`src/hdl/miu_pkg.sv`:
```
// Package for the MIPS32 integer execute unit: operation codes, status codes,
// controller states and the command/status structs. No dependencies.
`default_nettype none
package miu_pkg;

    typedef enum logic [5:0] {
        OP_ADD = 6'd0, OP_ADDU = 6'd1, OP_SUB = 6'd2, OP_SUBU = 6'd3,
        OP_AND = 6'd4, OP_OR = 6'd5, OP_XOR = 6'd6, OP_NOR = 6'd7,
        OP_SRLV = 6'd8, OP_SLLV = 6'd9, OP_SRAV = 6'd10, OP_SLT = 6'd11,
        OP_SLTU = 6'd12, OP_ADDI = 6'd13, OP_ADDIU = 6'd14, OP_ANDI = 6'd15,
        OP_ORI = 6'd16, OP_NORI = 6'd17, OP_XORI = 6'd18, OP_SRL = 6'd19,
        OP_SLL = 6'd20, OP_SRA = 6'd21, OP_SLTI = 6'd22, OP_SLTIU = 6'd23,
        OP_BEQ = 6'd24, OP_BNE = 6'd25, OP_LUI = 6'd26, OP_JR = 6'd27,
        OP_JALR = 6'd28, OP_MFHI = 6'd29, OP_MFLO = 6'd30, OP_MTHI = 6'd31,
        OP_MTLO = 6'd32, OP_MULT = 6'd33, OP_MULTU = 6'd34, OP_DIV = 6'd35,
        OP_DIVU = 6'd36, OP_J = 6'd37, OP_JAL = 6'd38, OP_SYSCALL = 6'd39,
        OP_NOP = 6'd40
    } op_t;

    typedef enum logic [1:0] {
        ST_OK = 2'd0, ST_OVERFLOW = 2'd1, ST_SYSCALL = 2'd2, ST_DIV_ZERO = 2'd3
    } status_t;

    typedef enum logic [2:0] {
        S_IDLE, S_READ, S_EXEC, S_MUL, S_DIV, S_DONE, S_OUT
    } state_t;

    localparam logic [31:0] REGION_MASK = 32'hF000_0000;
    localparam logic [4:0]  LINK_REG    = 5'd31;
    localparam int          LUI_SHIFT   = 16;
    localparam int          DIV_STEPS   = 32;

    // controller -> datapath
    typedef struct packed {
        logic capture;    // latch input beat
        logic exec;       // run the combinational ops and start mult/div
        logic mul_fin;    // take the multiplier product into HI/LO
        logic div_step;   // one restoring division step
        logic div_fin;    // fix signs, write HI/LO
        logic commit;     // write register file and pc, load output register
        logic out_take;   // output register drained
    } cmd_t;

    // datapath -> controller
    typedef struct packed {
        logic is_mul;
        logic is_div;
        logic div_last;
    } stat_t;

endpackage
`default_nettype wire

```
`src/hdl/miu_ctrl.sv`:
```
// Controller state machine of the execute unit.
// Depends on miu_pkg for the state enum and command/status structs.
`default_nettype none
module miu_ctrl
    import miu_pkg::*;
(
    input  wire logic  aclk,
    input  wire logic  aresetn,
    input  wire logic  in_beat,
    input  wire logic  out_beat,
    input  wire stat_t st,
    output cmd_t       cmd,
    output logic       in_ready,
    output logic       out_valid
);
    state_t state_reg, state_next;

    // hold state
    always_ff @(posedge aclk) begin
        if (!aresetn) state_reg <= S_IDLE;
        else          state_reg <= state_next;
    end

    // next state and commands
    always_comb begin
        state_next = state_reg;
        cmd        = '0;
        in_ready   = 1'b0;
        out_valid  = 1'b0;
        case (state_reg)
            S_IDLE: begin
                in_ready = 1'b1;
                if (in_beat) begin
                    cmd.capture = 1'b1;
                    state_next  = S_READ;
                end
            end
            S_READ: state_next = S_EXEC;
            S_EXEC: begin
                cmd.exec = 1'b1;
                if (st.is_mul)      state_next = S_MUL;
                else if (st.is_div) state_next = S_DIV;
                else                state_next = S_DONE;
            end
            S_MUL: begin
                cmd.mul_fin = 1'b1;
                state_next  = S_DONE;
            end
            S_DIV: begin
                cmd.div_step = 1'b1;
                if (st.div_last) state_next = S_DONE;
            end
            S_DONE: begin
                cmd.div_fin = st.is_div;
                cmd.commit  = 1'b1;
                state_next  = S_OUT;
            end
            S_OUT: begin
                out_valid = 1'b1;
                if (out_beat) begin
                    cmd.out_take = 1'b1;
                    state_next   = S_IDLE;
                end
            end
            default: state_next = S_IDLE;
        endcase
    end
endmodule
`default_nettype wire

```
`config.mk`:
```
export PLATFORM = sky130hd
export DESIGN_NAME = miu_ctrl
export DESIGN_NICKNAME = d
export VERILOG_FILES = /design/src/hdl/miu_pkg.sv /design/src/hdl/miu_ctrl.sv
export SDC_FILE = /design/constraint.sdc
export NUM_CORES = 1
export LEC_CHECK = 0
export BUFFER_PORTS_ARGS = -buffer_cell sky130_fd_sc_hd__buf_2
export CELL_PAD_IN_SITES_DETAIL_PLACEMENT = 0
export CELL_PAD_IN_SITES_GLOBAL_PLACEMENT = 2
export CORE_UTILIZATION = 21
export CTS_CLUSTER_DIAMETER = 120
export CTS_CLUSTER_SIZE = 14
export DETAILED_ROUTE_END_ITERATION = 16
export GPL_ROUTABILITY_DRIVEN = 0
export PLACE_DENSITY = 0.74
export REMOVE_ABC_BUFFERS = 1
export SETUP_SLACK_MARGIN = 0.2
export SLEW_MARGIN = 40
export SYNTH_ARGS = -nofsm -noshare
export SYNTH_HDL_FRONTEND = slang
export SYNTH_SLANG_ARGS = --single-unit
```
`constraint.sdc`:
```
create_clock -name aclk -period 1.73 [get_ports aclk]
set_input_delay 0.0865 -clock aclk [delete_from_list [all_inputs] [get_ports aclk]]
set_output_delay 0.0865 -clock aclk [all_outputs]
set_load 0.01 [all_outputs]
```
## After elaboration in Yosys (flattened, before gate mapping)

Index checks and enable logic that the tools add are counted.

- Register bits: 3
- Logic and storage cells: 28
- Bits of input ports: 7
- Output and inout port bits: 9

- Equal/unequal tests: 9
- Multiplexer cells: 16
- Reductions and logical operators: 2

Operators by type and width:

| cell | number |
|---|---|
| $pmux 3 s7 | 1 |
| $mux 3 | 4 |
| $mux 1 | 10 |
| $eq 3x3->1 const B | 3 |
| $eq 3x2->1 const B | 2 |
| $ne 2x2->1 const B | 3 |
| $eq 3x1->1 const B | 1 |
| $logic_not 3->1 | 1 |
| $reduce_and 3->1 | 1 |
| $mux 2 | 1 |

## Logic depth before layout (Yosys ltp)

- Word-level depth: 3
- Gate-level depth with buffers: 4
- Gate-level depth less buffers: 3

## Least setup slack after synthesis

Ideal clock, no wire load.

- Path type: register to output
- Start point: register state_reg[2]
- End point: output port cmd[6] in the netlist's numbering
- Stages on the path, launching flop included: 4
- Slack: 0.593 ns
- Path buffers: 1
- Data required time: 1.643 ns
- Arrival time: 1.051 ns
- Path through: dfxtp_1 > buf_4 > nor3_1 > and2_1

RTL lines:

| what | RTL line | source |
|---|---|---|
| from (decl) | miu_ctrl.sv:16 | `state_t state_reg, state_next;` |
| from (signal assigned) | miu_ctrl.sv:21 | `else state_reg <= state_next;` |
| to (decl) | miu_ctrl.sv:12 | `output cmd_t cmd,` |

==> flow_summary_export.csv <==
group,metric,value,unit
status,status,"completed",
yosys,seq_area_frac_synth,22.02,%
power,p_total,0.3497,mW
yosys,syn_avg_cell_area,8.266,sq um
place,placed_cell_area,341.6,sq um
power,peakVddDrop,0.0005002,V
yosys,synth_top_cell_area_share,22.02,%
clocking,cts_sinks,3,
hold_path,hold_end,"state_reg[2]",
worst_setup_path,crit_chain,"nor3b_2, and2_1, buf_2",
routing,firstDrtPassIters,4,
global_route,overflow,0,
die,die_w,38.04,um
worst_setup_path,reg2reg_to,"state_reg[1]",
sta,rsz0062_at_grt,"no",
die,coreArea,0.001156,sq mm
hold_path,whs_path_depth,3,
global_route,grt_use_total,9.356,%
finish,antennaDiodeCount,0,
yosys,synth_seq_cells,3,
yosys,synthArstFlopShare,0,%
finish,fillers,132,
worst_setup_path,crit_fanout,13,
sta,setup_viol,0,
routing,drc_errors,0,
yosys,synthCells,33,
global_route,grt_max_degree,14,
clocking,root_buffer,"clkbuf_4",
routing,routed_via_density,4.508,
worst_setup_path,crit_arrival,1310,ps
worst_setup_path,cp_slowest_cell,"dfxtp_1",
clocking,htreeDepth,1,
clocking,tritoncts,"built",
yosys,syn-cell-area,272.8,sq um
die,die_y,38.04,um
sta,worst_slew_pin_slew,429.9,ps
worst_setup_path,critPathCaptureType,"output pin",
worst_setup_path,crit_path_start_kind,"register",
sta,hold_viol,0,
sta,fin_setup_tns,0,ps
routing,avgRoutedWirePerCell,9.492,um
routing,wirelength,598,um
yosys,yosys.area.top_type,"dfxtp_1",
worst_setup_path,worstPathRequired,1640,ps
hold_path,holdCritPathClass,"input pin to register",
worst_setup_path,reg2regPathDepth,3,
sta,slew_headroom,71.30,%
sta,fmax,714.0,MHz
die,std_cell_rows,12,
worst_setup_path,r2r_start,"state_reg[2]",
yosys,synth_edf_count,0,
flow_run,drv_cap,0,
clocking,path_clk_slew,30,ps
finish,largest_register_ffs,3,
routing,drtAntennaViolNets,0,
worst_setup_path,ff2ff_setup_slack,390,ps
global_route,antenna_found_initial,0,
place,dp_hpwl,466.4,um
hold_path,holdCritStartpoint,"aresetn",
global_route,grt_pass1_vias,269,
clocking,clockBufferDepth,2,
power,power_density,947.5,mW/mm^2
sta,slew_viol_final,0,
yosys,synthTopCellsByArea,"dfxtp_1, nor3b_2, and2_1, and4bb_4, a21oi_1",
worst_setup_path,crit_buf_inv,1,
sta,fin_crit,1401,ps
clocking,cts_made_buffers,3,
global_route,grt_pass1_wl,993,um
worst_setup_path,crit_family,"flip-flops",
routing,drt_iter0_markers,2,
die,dieArea,0.001447,sq mm
sta,min_period_over_period,80.96,%
finish,nNetsFinal,57,
die,initial_utilization,23.59,%
yosys,ys_types,21,
place,port_buffers,15,
sta,hold_slack,111.7,ps
finish,drive_above_1_share,48.98,%
power,p_leak,0.1836,nW
finish,finalInstanceArea,369.1,sq um
worst_setup_path,path_class,"register to output pin",
worst_setup_path,cp_slowest_stage_delay,570,ps
sta,fin_worst_skew,3.559,ps
yosys,synth-main-ff-cell,"dfxtp_1",
routing,vias,284,
finish,synthToLayoutAreaGrowth,35.32,%
clocking,clock_latency,230,ps
yosys,yosysWarnings,0,
die,io_pins,16,
[worst register-to-register path: stages (launching register included)]
cell and delay [ps]:
dfxtp_1 570, mux2_2 390, o31ai_1 190, a21oi_1 60
[logic make-up after synthesis]
| group | count (synthesis) | synth area share (%) |
|---|---|---|
| simple gates | 17 | 40.83 |
| compound gates | 8 | 22.94 |
| buf+inv | 4 | 10.09 |
| mux | 1 | 4.128 |
| flops | 3 | 22.02 |
[routing by layer]
layer,GRT usage (%),part of all wire [%],up-vias,wire [um]
li1,-,-,148,-
met1,10.95,49,127,293
met2,16.95,47,9,279
met3,1.744,4.3,0,26
met4,2.679,0,0,0
met5,0,0,-,0
[synth_stat cells (all sizes together), types with 3 or more instances]
| cell type | number |
|---|---|
| nor3b | 3 |
| nand2 | 3 |
| dfxtp | 3 |
| nor2 | 4 |
| a21oi | 3 |
| and2 | 3 |
| buf | 3 |
[layout by cell type, fill, tap and decap left out, types with 2 or more instances in the layout]
master	instances
a21oi_1	3
and2_1	3
buf_2	15
clkbuf_4	3
dfxtp_1	2
nand2_1	3
nor2_1	4
nor3b_2	2
[timing repair]
item | in CTS | in global routing
setup endpoints to repair | 0 | 2
hold buffers | 0 | 0
gates resized for setup | 0 | 1
setup buffers | 0 | 0
hold endpoints to repair | 0 | 0
[worst max-delay path by stage]
stage | depth (start not counted) | endpoint | startpoint
floorplan | 3 | state_reg[1] | state_reg[2]
global placement | 3 | state_reg[1] | state_reg[2]
detailed placement | 3 | state_reg[1] | state_reg[2]
CTS | 4 | cmd[2] | state_reg[1]
global route | 3 | cmd[0] | state_reg[2]
finish | 3 | cmd[0] | state_reg[2]
[through the flow]
| stage | setup WS [ps] | std cells | utilization, % |
|---|---|---|---|
| 6_report | 329.3 | 63 | 31.93 |
| 5_1_grt | 226.1 | 63 | 31.93 |
| 4_1_cts | 265.8 | 63 | 31.82 |
| 3_5_place_dp | 411.2 | 59 | 29.55 |
| 3_3_place_gp | 434.7 | 59 | 29.55 |
| 2_1_floorplan | 515.6 | 30 | - |
[where the power goes]
group	switching, mW	leakage [nW]	total (mW)	internal [mW]
registers	0.0342	0.0251	0.117	0.0827
clock network	0.0336	0.0150	0.120	0.0863
logic	0.0531	0.144	0.113	0.0598
[layout make-up]
| cell class | instances | area (sq um) | area share, % |
|---|---|---|---|
| tap | 14 | 17.52 | 4.746 |
| clock buffer | 4 | 26.28 | 7.119 |
| inverter | 1 | 3.754 | 1.017 |
| multi-input combinational | 26 | 185.2 | 50.17 |
| timing repair buffer | 15 | 75.07 | 20.34 |
| sequential | 3 | 61.31 | 16.61 |
Power figures use the tool's default switching activity.
